===== src/sv/mcwf_pkg.sv =====
// Shared types and constants for the minimum covering window finder.
package mcwf_pkg;

    localparam int KIND_W = 2;
    localparam int SYM_W  = 7;
    localparam int QDEPTH = 2;

    typedef logic [KIND_W-1:0] kind_t;

    localparam kind_t KIND_PATTERN = 2'd0;
    localparam kind_t KIND_TEXT    = 2'd1;
    localparam kind_t KIND_CLEAR   = 2'd2;

    typedef logic [1:0] op_t;

    localparam op_t OP_NOP     = 2'd0;
    localparam op_t OP_PATTERN = 2'd1;
    localparam op_t OP_TEXT    = 2'd2;
    localparam op_t OP_CLEAR   = 2'd3;

    typedef struct packed {
        op_t              op;
        logic [SYM_W-1:0] symbol;
    } item_t;

    typedef struct packed {
        logic  push;
        item_t item;
    } q_wr_t;

    typedef struct packed {
        logic  valid;
        logic  full;
        item_t item;
    } q_head_t;

endpackage


===== src/sv/mcwf_queue.sv =====
// Short FIFO of classified operations between front and back end.
module mcwf_queue (
    input  logic              clk,
    input  logic              rst_n,
    input  mcwf_pkg::q_wr_t   q_wr,
    input  logic              pop,
    output mcwf_pkg::q_head_t head
);

    localparam int QPW = (mcwf_pkg::QDEPTH > 1) ? $clog2(mcwf_pkg::QDEPTH) : 1;
    localparam int QCW = $clog2(mcwf_pkg::QDEPTH + 1);

    mcwf_pkg::item_t mem_reg [mcwf_pkg::QDEPTH];
    logic [QPW-1:0]  wr_ptr_reg, wr_ptr_next;
    logic [QPW-1:0]  rd_ptr_reg, rd_ptr_next;
    logic [QCW-1:0]  cnt_reg, cnt_next;
    logic            do_pop;

    assign do_pop = pop & (cnt_reg != '0);

    always_comb
    begin
        wr_ptr_next = wr_ptr_reg;
        rd_ptr_next = rd_ptr_reg;
        cnt_next    = cnt_reg;
        if (q_wr.push)
        begin
            wr_ptr_next = (wr_ptr_reg == QPW'(mcwf_pkg::QDEPTH - 1)) ? '0 : wr_ptr_reg + 1'b1;
        end
        if (do_pop)
        begin
            rd_ptr_next = (rd_ptr_reg == QPW'(mcwf_pkg::QDEPTH - 1)) ? '0 : rd_ptr_reg + 1'b1;
        end
        if (q_wr.push && !do_pop)
        begin
            cnt_next = cnt_reg + 1'b1;
        end
        else if (!q_wr.push && do_pop)
        begin
            cnt_next = cnt_reg - 1'b1;
        end
    end

    always_ff @(posedge clk or negedge rst_n)
    begin
        if (!rst_n)
        begin
            wr_ptr_reg <= '0;
            rd_ptr_reg <= '0;
            cnt_reg    <= '0;
        end
        else
        begin
            wr_ptr_reg <= wr_ptr_next;
            rd_ptr_reg <= rd_ptr_next;
            cnt_reg    <= cnt_next;
        end
    end

    always_ff @(posedge clk)
    begin
        if (q_wr.push)
        begin
            mem_reg[wr_ptr_reg] <= q_wr.item;
        end
    end

    assign head.valid = (cnt_reg != '0);
    assign head.full  = (cnt_reg == QCW'(mcwf_pkg::QDEPTH));
    assign head.item  = mem_reg[rd_ptr_reg];

endmodule


===== config.mk =====
export PLATFORM = sky130hd
export DESIGN_NAME = mcwf_queue
export DESIGN_NICKNAME = d
export VERILOG_FILES = /design/src/sv/mcwf_pkg.sv /design/src/sv/mcwf_queue.sv
export SDC_FILE = /design/constraint.sdc
export NUM_CORES = 1
export LEC_CHECK = 0
export BUFFER_PORTS_ARGS = -buffer_cell sky130_fd_sc_hd__buf_4
export CAP_MARGIN = 0
export CORE_MARGIN = 5
export CORE_UTILIZATION = 40
export DETAILED_ROUTE_END_ITERATION = 8
export PLACE_DENSITY_LB_ADDON = 0.15
export SLEW_MARGIN = 25
export SYNTH_ARGS = -nofsm -noshare
export SYNTH_HDL_FRONTEND = slang
export SYNTH_SLANG_ARGS = --single-unit

===== constraint.sdc =====
create_clock -name clk -period 1.9 [get_ports clk]
set_clock_uncertainty 0.2 [all_clocks]
set_input_delay 0.19 -clock clk [delete_from_list [all_inputs] [get_ports clk]]
set_output_delay 0.19 -clock clk [all_outputs]
set_load 0.05 [all_outputs]

==> flow_summary.ini <==
[synth]
yosys-top-cells-count = 18 x edfxtp_1, 9 x mux2_2, 4 x dfrtp_1, 3 x xor2_1, 2 x xnor2_1
syn_inst = 44
top_area_cell_type_share_of_the_netlist_area_pct = 63.5
syn-mean-instance-area_um2 = 19.3
yosys_warnings = 0
synth_area_um2 = 851
post_synthesis_compound_gate_area_fraction_pct = 0
synth-edff-count = 18
yosys.cell_count.top_type = edfxtp_1
synth_top_family_by_area = multiplexers
dominantRegCellSynth = edfxtp_1
post_synth_xor_area_fraction_pct = 5.15
yosysTopAreaCell = edfxtp_1
yosys-mux-area-fraction_pct = 11.9
synthTopCellsByArea = edfxtp_1 64%, mux2_2 12%, dfrtp_1 12%
post_synth_fa_ha_maj_area_fraction_pct = 1.47
synth.ff_latch_count = 22
synth_nets = 58
ys_seq_area_share_pct = 75.3
synth_async_sr_flop_share_pct = 18.2
yosys.area_share.simple_pct = 5.29
ys_types = 13

[sta]
timing.final.crit_period_ps = 1780
slew_violations = 0
max-slew-margin-rel_pct = 71.3
setup_viol = 0
grt_setup_unrepaired = no
worstMarginPinSlew_ps = 430
timing.fmax_mhz = 561
fin_crit_sh_pct = 93.8
timing.hold.ws_ps = 292
final_hold_viol_count = 0
setup_total_negative_slack_ps = 0

[route]
drt.antenna.violating_nets = 0
drt-total-wl_mm = 1.38
detail_route.drc_violations = 0
dr.pass1.iters = 1
routed_via_density = 4.31
first_iter_violations = 0
via_count = 478
routed_wire_length_per_instance_um = 12.5

[clock_tree]
cts.htree.levels = 1
clock-sinks = 22
tritoncts = done
ctsRootBufferMaster = clkbuf_4
clock_insertion_delay_worst_skew_ps = 290
number_of_clock_buffers_inserted_by_tritoncts = 3
clkTransAtPathRegs_ps = 110
cts.path.max_buffers = 2

[grt]
grt.met3_usage_pct = 3.02
globalRoute.busiestLayer = met2
gr-usage-met2_pct = 15.5
grt_first_pass_wirelength_mm = 2.25
met1_use_gr_pct = 11.3
final_global_route_overflow_total = 0
first_global_vias = 488
track_usage_pct = 9.45
largest_net_degree_at_the_start_of_global_routing = 13
antenna_found_initial = 0

[die]
io_pins = 24
placement_rows = 16
fp.coreArea_um2 = 2000
die_y_um = 56.1
design.die.area_um2 = 3150
initial_util_pct = 42.5
chipWidth_um = 56.1

[layout]
drive_above_1_share_pct = 47.6
net_count_of_the_finished_layout = 99
num_antenna_cells = 0
flow.area_growth_from_synthesis_pct = 42.8
largest_reg_flops = 18
postLayoutCoreUtil_pct = 60.7
finish.instance_area_um2 = 1210

[placement]
number_of_buffers_inserted_by_port_buffering = 23
detailed_place.area_um2 = 1060
gp_congestion = 0.654
dp_hpwl_um = 942

[worst_setup_path]
timing.critical_path.to_type = primary output
cp_data_required_time_ps = 1510
regToRegStartpoint = cnt_reg[1]
startpoint_type = flip-flop
critical_path_class = reg2out
crit_fanout = 10
timing.critical_path.from = rd_ptr_reg
worst_ep_arrival_ps = 1390

[power]
netSwitchingPower_w = 0.000745
netSwitchingFraction_pct = 41.1
intPower_w = 0.00107
share_seq_of_total_power_pct = 41.1
p_leak_nw = 0.482
worst_vdd_drop_uv = 879
power.share.clock_pct = 11.2
share_comb_of_total_power_pct = 47.7
p_per_area_nw_per_um2 = 1490

[status]
run_status = complete, no violations

[hold_path]
hp_start = wr_ptr_reg
hold_path.class = reg2reg

[job]
number_of_violations_of_the_max_capacitance_limit = 0
-- layer usage --
| layer | share of wire (%) | wire, µm | vias up |
|---|---|---|---|
| li1 | - | - | 243 |
| met1 | 44 | 615 | 222 |
| met2 | 49 | 672 | 13 |
| met3 | 6.9 | 96 | 0 |
| met4 | 0 | 0 | 0 |
| met5 | 0 | 0 | - |
-- power groups by stage --
stage	Sequential [W]	Combinational, W	Clock (W)
after floorplan	0.000704	0.000675	0
after global placement	0.000753	0.000850	0
after detailed placement	0.000755	0.000855	0
after CTS	0.000748	0.000878	0.000213
after global routing	0.000762	0.000909	0.000238
final	0.000745	0.000865	0.000203
-- area by class of cell --
cell class / instances / area, µm²
Multi-Input combinational cell: 21 / 203
Clock buffer: 3 / 22.5
Timing Repair Buffer: 37 / 310
Tap cell: 27 / 33.8
Sequential cell: 22 / 642
Clock inverter: 1 / 3.75
Fill cell: 171 / 787
-- final timing paths --
| check | cells after the start | endpoint | slack [ps] |
|---|---|---|---|
| setup reg to reg | 5 | cnt_reg[1] | 340 |
| min in group asynchronous | 3 | wr_ptr_reg | 580 |
| max in group asynchronous | 3 | rd_ptr_reg | 720 |
| hold reg to reg | 1 | wr_ptr_reg | 290 |
| hold / removal | 1 | wr_ptr_reg | 290 |
| setup / recovery | 2 | head[8] | 120 |
-- cell families after synthesis --
| family | after synthesis |
|---|---|
| XOR/XNOR | 5 |
| adder cells (fa/ha/maj) | 1 |
| buffers and inverters | 1 |
| AND/OR/NAND/NOR | 6 |
| flip-flops | 22 |
| multiplexers | 9 |
-- placed cells by master (no fill, tap or decap), drive strengths merged --
| master | count |
|---|---|
| and2 | 1 |
| clkinv | 1 |
| or2 | 1 |
| xnor2 | 2 |
| dfrtp | 4 |
| and2b | 1 |
| edfxtp | 18 |
| ha | 1 |
| xor2 | 3 |
| nor2b | 1 |
| clkbuf | 3 |
| nor2 | 1 |
| dlygate4sd3 | 13 |
| buf | 24 |
| mux2 | 9 |
| nand2 | 1 |
-- timing repair --
action | CTS | global route
setup buffers | 0 | 0
gates resized for setup | 1 | 0
hold buffers | 13 | 0
endpoints found under the setup margin | 9 | 0
hold endpoints to repair | 24 | 0
-- stage by stage --
step	worst slack, ps	total power, W	instances
after global placement	310	0.00160	94
after global routing	54.6	0.00191	111
final	118	0.00181	111
after floorplan	301	0.00138	44
after CTS	96.5	0.00184	111
after detailed placement	309	0.00161	94
-- critical path, cell delays in order (launching register included) --
cell     delay [ps]
dfrtp_2         530
mux2_2          380
buf_4           190
(Power assumes the default switching activity.)
